$ cat config.mk
export PLATFORM = sky130hd
export DESIGN_NAME = dhos_serial_unit
export DESIGN_NICKNAME = d
export VERILOG_FILES = /design/src/rtl/dhos_pkg.sv /design/src/rtl/dhos_serial_unit.sv
export SDC_FILE = /design/constraint.sdc
export NUM_CORES = 1
export LEC_CHECK = 0
export BUFFER_PORTS_ARGS = -buffer_cell sky130_fd_sc_hd__buf_2
export CAP_MARGIN = 5
export CORE_ASPECT_RATIO = 0.9
export CORE_MARGIN = 5
export CORE_UTILIZATION = 50
export CTS_CLUSTER_SIZE = 20
export DETAILED_ROUTE_END_ITERATION = 8
export PLACE_DENSITY = 0.67
export SYNTH_ARGS = -nofsm -noshare
export SYNTH_HDL_FRONTEND = slang
export SYNTH_SLANG_ARGS = --single-unit
$ cat constraint.sdc
create_clock -name clock -period 4.4 [get_ports clock]
set_input_delay 0.22 -clock clock [delete_from_list [all_inputs] [get_ports clock]]
set_output_delay 0.22 -clock clock [all_outputs]
set_load 0.01 [all_outputs]
$ cat src/rtl/dhos_pkg.sv
// ---------------------------------------------------------------------------
// dhos_pkg
// Shared types and constants for the detection history outlier smoother.
// ---------------------------------------------------------------------------
package dhos_pkg;

   // Evaluation sequencer states, one-hot.
   typedef enum logic [11:0] {
      ST_IDLE   = 12'b000000000001,
      ST_SCAN   = 12'b000000000010,
      ST_DIVM   = 12'b000000000100,
      ST_DIST   = 12'b000000001000,
      ST_SQRTD  = 12'b000000010000,
      ST_DIVA   = 12'b000000100000,
      ST_DEV    = 12'b000001000000,
      ST_DIVS   = 12'b000010000000,
      ST_SQRTS  = 12'b000100000000,
      ST_KEEP   = 12'b001000000000,
      ST_DIVO   = 12'b010000000000,
      ST_OUT    = 12'b100000000000
   } dhos_state_type;

   // Status handed from the shift-serial divider/root unit.
   typedef struct packed {
      logic busy;
      logic done;
   } dhos_unit_status_type;

   localparam int unsigned SAT_MAX = 16'hFFFF;

endpackage

$ cat src/rtl/dhos_serial_unit.sv
// ---------------------------------------------------------------------------
// dhos_serial_unit
// Bit-serial restoring divider and integer square root, one result bit
// per cycle, 40-bit operands.
// ---------------------------------------------------------------------------
module dhos_serial_unit (
   input  logic        clock,
   input  logic        reset,
   input  logic        start,
   input  logic        is_sqrt,
   input  logic [39:0] num,
   input  logic [39:0] den,
   output logic [39:0] result,
   output dhos_pkg::dhos_unit_status_type status
);
   logic [39:0] quo_ff, quo_in;
   logic [41:0] rem_ff, rem_in;
   logic [39:0] src_ff, src_in;
   logic [39:0] den_ff, den_in;
   logic [5:0]  cnt_ff, cnt_in;
   logic        busy_ff, busy_in, done_ff, done_in, sq_ff, sq_in;
   logic [41:0] shifted, trial;

   always_comb begin
      quo_in = quo_ff; rem_in = rem_ff; src_in = src_ff; den_in = den_ff;
      cnt_in = cnt_ff; busy_in = busy_ff; done_in = 1'b0; sq_in = sq_ff;
      shifted = '0; trial = '0;
      if (start) begin
         quo_in = '0; rem_in = '0; src_in = num; den_in = den; sq_in = is_sqrt;
         cnt_in = is_sqrt ? 6'd20 : 6'd40; busy_in = 1'b1;
      end else if (busy_ff) begin
         // square root takes two bits a step, division one
         if (sq_ff) begin
            shifted = {rem_ff[39:0], src_ff[39:38]};
            src_in  = {src_ff[37:0], 2'b00};
            trial   = {quo_ff, 2'b01};
         end else begin
            shifted = {rem_ff[40:0], src_ff[39]};
            src_in  = {src_ff[38:0], 1'b0};
            trial   = {2'b00, den_ff};
         end
         if (shifted >= trial) begin
            rem_in = shifted - trial;
            quo_in = {quo_ff[38:0], 1'b1};
         end else begin
            rem_in = shifted;
            quo_in = {quo_ff[38:0], 1'b0};
         end
         cnt_in = cnt_ff - 6'd1;
         if (cnt_ff == 6'd1) begin
            busy_in = 1'b0;
            done_in = 1'b1;
         end
      end
   end

   always_ff @(posedge clock) begin
      if (reset) begin
         busy_ff <= 1'b0;
         done_ff <= 1'b0;
         cnt_ff  <= '0;
      end else begin
         busy_ff <= busy_in;
         done_ff <= done_in;
         cnt_ff  <= cnt_in;
      end
      quo_ff <= quo_in; rem_ff <= rem_in; src_ff <= src_in;
      den_ff <= den_in; sq_ff <= sq_in;
   end

   assign result = quo_ff;
   assign status.busy = busy_ff;
   assign status.done = done_ff;
endmodule

[Yosys cells after proc, flatten, opt, wreduce, memory -nomap -nowiden]
Index checks and enable logic that the tools add are counted.
Operators by class
  shifts and indexed selects: 0
  $add $sub $neg: 2
  eq/ne operators: 1
  reduce and logical (&&, ||, !) cells: 2
  $lt $le $gt $ge: 1
  mux-type cells: 18
  $mul: 0
  divide/modulo/power cells: 0
  bitwise logic cells: 1
Operator list (count)
  42-bit two-way mux: 6
  40-bit two-way mux: 3
  42-bit greater-or-equal comparator: 1
  41-bit two-way mux: 1
  41-bit subtractor: 1
  6-bit two-way mux: 3
  6-bit by 1-bit equality test with 1-bit output (second input constant): 1
  6-bit by 1-bit subtractor with 6-bit output (second input constant): 1
  1-bit two-way mux: 5
  3-bit OR reduction: 1
  2-bit nonzero test: 1
  1-bit NOT: 1
Storage, ports and cells
  register bits after elaboration: 170
  memory bits (writable): 0
  ROM bits: 0
  output and inout bits: 42
  logic and storage cells: 33
  memories kept: 0
  bits in latches: 0
  input port bits: 84

[Longest topological paths before layout]
  depth in word-level cells: 5
  mapped depth: 18
  gate-level depth less buffers: 12

[Worst setup path before layout]
No wires, ideal clock.
  kind: reg2reg
  start point: register sq_ff
  end point: register rem_ff[16]
  library setup time: 0.132 ns
  clock period less this slack: 4.056 ns
  required time: 4.268 ns
  buffers on the path: 7
  cell stages (with the launch flop): 18
  data arrival time: 3.924 ns
  slack: 0.344 ns
  path through: edfxtp_1 -> clkbuf_1 -> clkbuf_1 -> clkbuf_1 -> clkbuf_1 -> mux2i_1 -> ha_1 -> clkbuf_1 -> and3_1 -> and2_1 -> nand2_1 -> a31oi_1 -> a2111oi_1 -> o21ai_1 -> buf_2 -> buf_2 -> o211ai_1 -> a21oi_1
Between the ends
  cells in the longest elaborated chain, start to end: 5
  elaborated cells between the ends (all ways): 9
  those cells by class: add/sub: 1; order compare: 1; mux: 7
Ends and longest elaborated chain
  start, declared: RTL line dhos_serial_unit.sv:21  | logic busy_ff, busy_in, done_ff, done_in, sq_ff, sq_in;
  start signal, assigned: RTL line dhos_serial_unit.sv:68  | den_ff <= den_in; sq_ff <= sq_in;
  42-bit two-way mux: RTL line dhos_serial_unit.sv:33  | if (sq_ff) begin
  42-bit two-way mux: RTL line dhos_serial_unit.sv:31  | end else if (busy_ff) begin
  42-bit two-way mux: RTL line dhos_serial_unit.sv:28  | if (start) begin
  41-bit subtractor or 42-bit greater-or-equal comparator (tied branches): RTL line dhos_serial_unit.sv:43, dhos_serial_unit.sv:42
  41-bit two-way mux *: RTL line dhos_serial_unit.sv:42  | if (shifted >= trial) begin
  end signal, assigned: RTL line dhos_serial_unit.sv:67  | quo_ff <= quo_in; rem_ff <= rem_in; src_ff <= src_in;
  end, declared: RTL line dhos_serial_unit.sv:17  | logic [41:0] rem_ff, rem_in;
Mark *: on every way between the ends. The rest lies on a longest branch, timed or not. The select of a mux whose other input is x is not followed.
A chain may end at the register's enable or synchronous reset.

[Final worst setup path]
  start point: register sq_ff
  end point: register rem_ff[0]
The elaborated chain is that of the path after synthesis.

==> run summary <==
Period utilization: 0.915. On the final layout, the worst hold slack is 31.8 ps. The distinct cell type count after synthesis came out at 63. The congestion estimate from routability-driven global placement came to 0.941.

The logs give 0.593 for the final design utilization and 7839 for the via count of the first global-routing pass. The ratio of cells with drive above 1 in the final layout works out to 0.179. For the final routed database, the setup TNS stands at 0 ps. The most common library cell in the layout ignoring fill and taps was mux2i_1. The remaining antenna violation count after routing is 0, and the post-detailed-placement half-perimeter wirelength is 16.1 mm. The run gives 275 uV as the maximum vdd drop. STA classifies the critical path endpoint as a flop.

The total nets after synthesis is 1169, and the post-route non-filler standard cell count is 1440. The routed design uses 10.3 mm of met2 wire. The leftover overflow at the end of global routing is 0.

The uppermost metal layer occupied by signal nets is met4. The slew at the pin closest to its max-slew limit was 998 ps; the length of the first detailed-routing pass in iterations was 5. The run gives 430 ps as the clock latency at the later pin of the worst-skew pair. On the critical path, the stage with the largest delay is an instance of a2111oi_1. The path type of the worst min-delay path is in2reg. TritonCTS built the clock tree. Setup violations remaining at the end of the flow were counted as 0. The final routed wire length divided by cell count is 16.6 microns, and the placement row count is 49. The logs give 6.82 mW for the total power and 0 for the number of warnings reported in the yosys synthesis log. The number of sinks handled by clock tree synthesis is 170.

Layout-stage area growth over the synthesis result: 17.7%. Setup repair after global routing left no endpoint under its margin. The tools report the number of nets at the end of the flow as 1301. In the layout the commonest cells are 125 x mux2i_1, 124 x buf_2, 118 x nand2_1, 95 x nor2_1, 88 x dfxtp_1.

The startpoint identified for the worst hold timing path is reset. The total area inside the core boundary comes to 19900 sq um. Counting I/O delays and the setup requirement, the final critical path takes 4020 ps. The die covers 22900 sq um.

The average cell area after synthesis is 9.62 sq um. The wire length on met3 came out at 1.37 mm. The cell count after synthesis is 1040. At the worst endpoint, the required time is 4760 ps. The run gives 0 as the number of antenna violations at the first check in global routing. The total of max-cap violations is 0, and the timing-limited maximum frequency is 248 MHz.

The tightest slew margin relative to the limit came out at 0.332. The critical path launch point type was a flop. After the first detailed-routing iteration, the DRC count stood at 572. The total global routing track utilization came out at 0.207.

After detailed routing, the number of remaining DRC violations is 0. The total power density per cell area is 580 nW/um^2. The proportion of register bits with asynchronous set or reset after synthesis was 0; the routed wire length was 23.9 mm.

The port buffer count works out to 125. The analysis attributes to cell leakage a power of 5.09 nW. For this design the top-level I/O count stands at 126. In this run, CTS created clock tree buffers numbering 17. In the synthesized netlist the dominant register cell turns out to be dfxtp_1.

The tree is rooted in a clkbuf_16. The run finished with clean final reports. The via density per instance was 5.66; the buffer count from post-CTS setup fixing was 0. Of all nets on the critical path, the largest fanout is 46. For the final database, setup skew stands at 9.49 ps. The met1 wire length was 11.9 mm; the largest net degree at the start of global routing was 102. The logs give 0.504 for the initial core utilization and 8153 for the number of vias after detailed routing. The path type of the worst setup path is reg2reg. The tools report the sequential area share after synthesis as 0.421.

The post-placement cell count is 1368. For the global-route wire length before repair, the log shows 39.6 mm. Measured along the y axis, the die boundary spans 144 microns.

The cell family contributing the most delay on the critical path is compound AO/OA/AOI/OAI gates. The tools report the critical path startpoint as sq_ff. The clock slew seen by the registers of the worst setup and hold paths came out at 70 ps. In this run the horizontal extent of the chip is 159 microns. In this run, synthesis inferred 81 flip-flops with an integrated enable.

The register bit total from synthesis works out to 170. At the worst endpoint, the arrival time is 4380 ps. For the count of final max-slew check failures, the log shows 0.

The post-synth design cell area is 10000 sq um. The signal on the critical path passes through buf_12 > mux2_2 > ha_1 > a21o_1 > a21o_1 > a21oi_1 > inv_1 > a2111oi_1 > o21a_1 > buf_4 > mux2i_1 > mux2i_1 > nor2_1. Number of H-tree branching levels: 4. In this run the critical register-to-register path is launched from sq_ff.

The total count of hold-check failures in the final report was 0; the buffers plus inverters on the worst setup path was 3. The delay of the slowest critical-path stage came out at 520 ps. The run gives 0 as the antenna diode count. The longest clock path from root to sink contains 2 buffers.
## cell usage after synthesis, types with 3 or more instances
cell type / instances / area [sq um]
and3_1: 7 / 43.8
nor2b_1: 5 / 31.3
o21bai_1: 6 / 45.0
ha_1: 44 / 551
buf_4: 5 / 37.5
o31a_1: 3 / 26.3
a311oi_1: 12 / 105
mux2_2: 40 / 450
a22oi_1: 7 / 52.6
nand2_1: 118 / 443
and2_1: 3 / 18.8
buf_2: 8 / 40.0
nand3_1: 9 / 45.0
xor2_1: 11 / 96.3
a21boi_0: 5 / 37.5
or3_1: 6 / 37.5
nor4_1: 3 / 18.8
a211oi_1: 16 / 120
o211ai_1: 11 / 82.6
o21ai_1: 14 / 70.1
dfxtp_1: 89 / 1780
edfxtp_1: 81 / 2430
o21ai_0: 60 / 300
mux2i_1: 125 / 1250
a21o_1: 12 / 90.1
a31oi_1: 6 / 37.5
inv_1: 17 / 63.8
o21a_1: 10 / 75.1
buf_1: 7 / 26.3
o211a_1: 3 / 30.0
nand4_1: 14 / 87.6
a21oi_1: 68 / 340
clkbuf_1: 43 / 161
nor3_1: 12 / 60.1
xnor2_1: 25 / 219
nor2_1: 95 / 357
nand2b_1: 7 / 43.8
## registers in the layout, summed over array words and instances (netlist names)
name / count
src_ff: 40
rem_ff: 41
done_ff: 1
sq_ff: 1
den_ff: 40
cnt_ff: 6
result: 40
busy_ff: 1
## timing repair
item | in CTS | in global routing
gates resized for setup | 0 | 0
endpoints found under the hold margin | 40 | 0
hold buffers | 40 | 0
## kinds of logic after synthesis
family,synth area share
xor+xnor,0.0315
simple gates,0.125
flops,0.421
compound gates,0.161
buf+inv,0.0344
fa+ha+maj,0.0570
mux,0.170
## path summary, 6_finish.rpt
kind                            cells after the start          to  slack (ps)
worst max-delay path                               13   rem_ff[0]         380
worst min-delay path                                2     busy_ff          30
worst max register to register                     13   rem_ff[0]         380
worst min register to register                      1  rem_ff[24]         480
## per-layer routing
layer,up-vias,track usage
li1,4083,-
met1,3798,0.299
met2,248,0.321
met3,24,0.0408
met4,0,0.0530
met5,-,0
## through the flow
stage	worst slack [ps]	instance area, sq um
3_5_place_dp	466	10800
5_1_grt	79.9	11800
6_report	375	11800
4_1_cts	413	11800
3_3_place_gp	569	10800
2_1_floorplan	344	10000
## area by class of cell
cell class                 instances  area, sq um
fill                            1741         8090
multi-input combinational        788         5450
sequential                       170         4220
timing repair buffer             177         1150
clock buffer                      21          450
tap                              255          319
clock inverter                    11          121
inverter                          18         67.6
## where the power goes
group	switching (mW)	internal, mW
combinational	2.01	1.33
sequential	0.132	1.87
clock	0.629	0.852
total	2.77	4.05
Note: power is estimated with default switching activity, not from simulation.
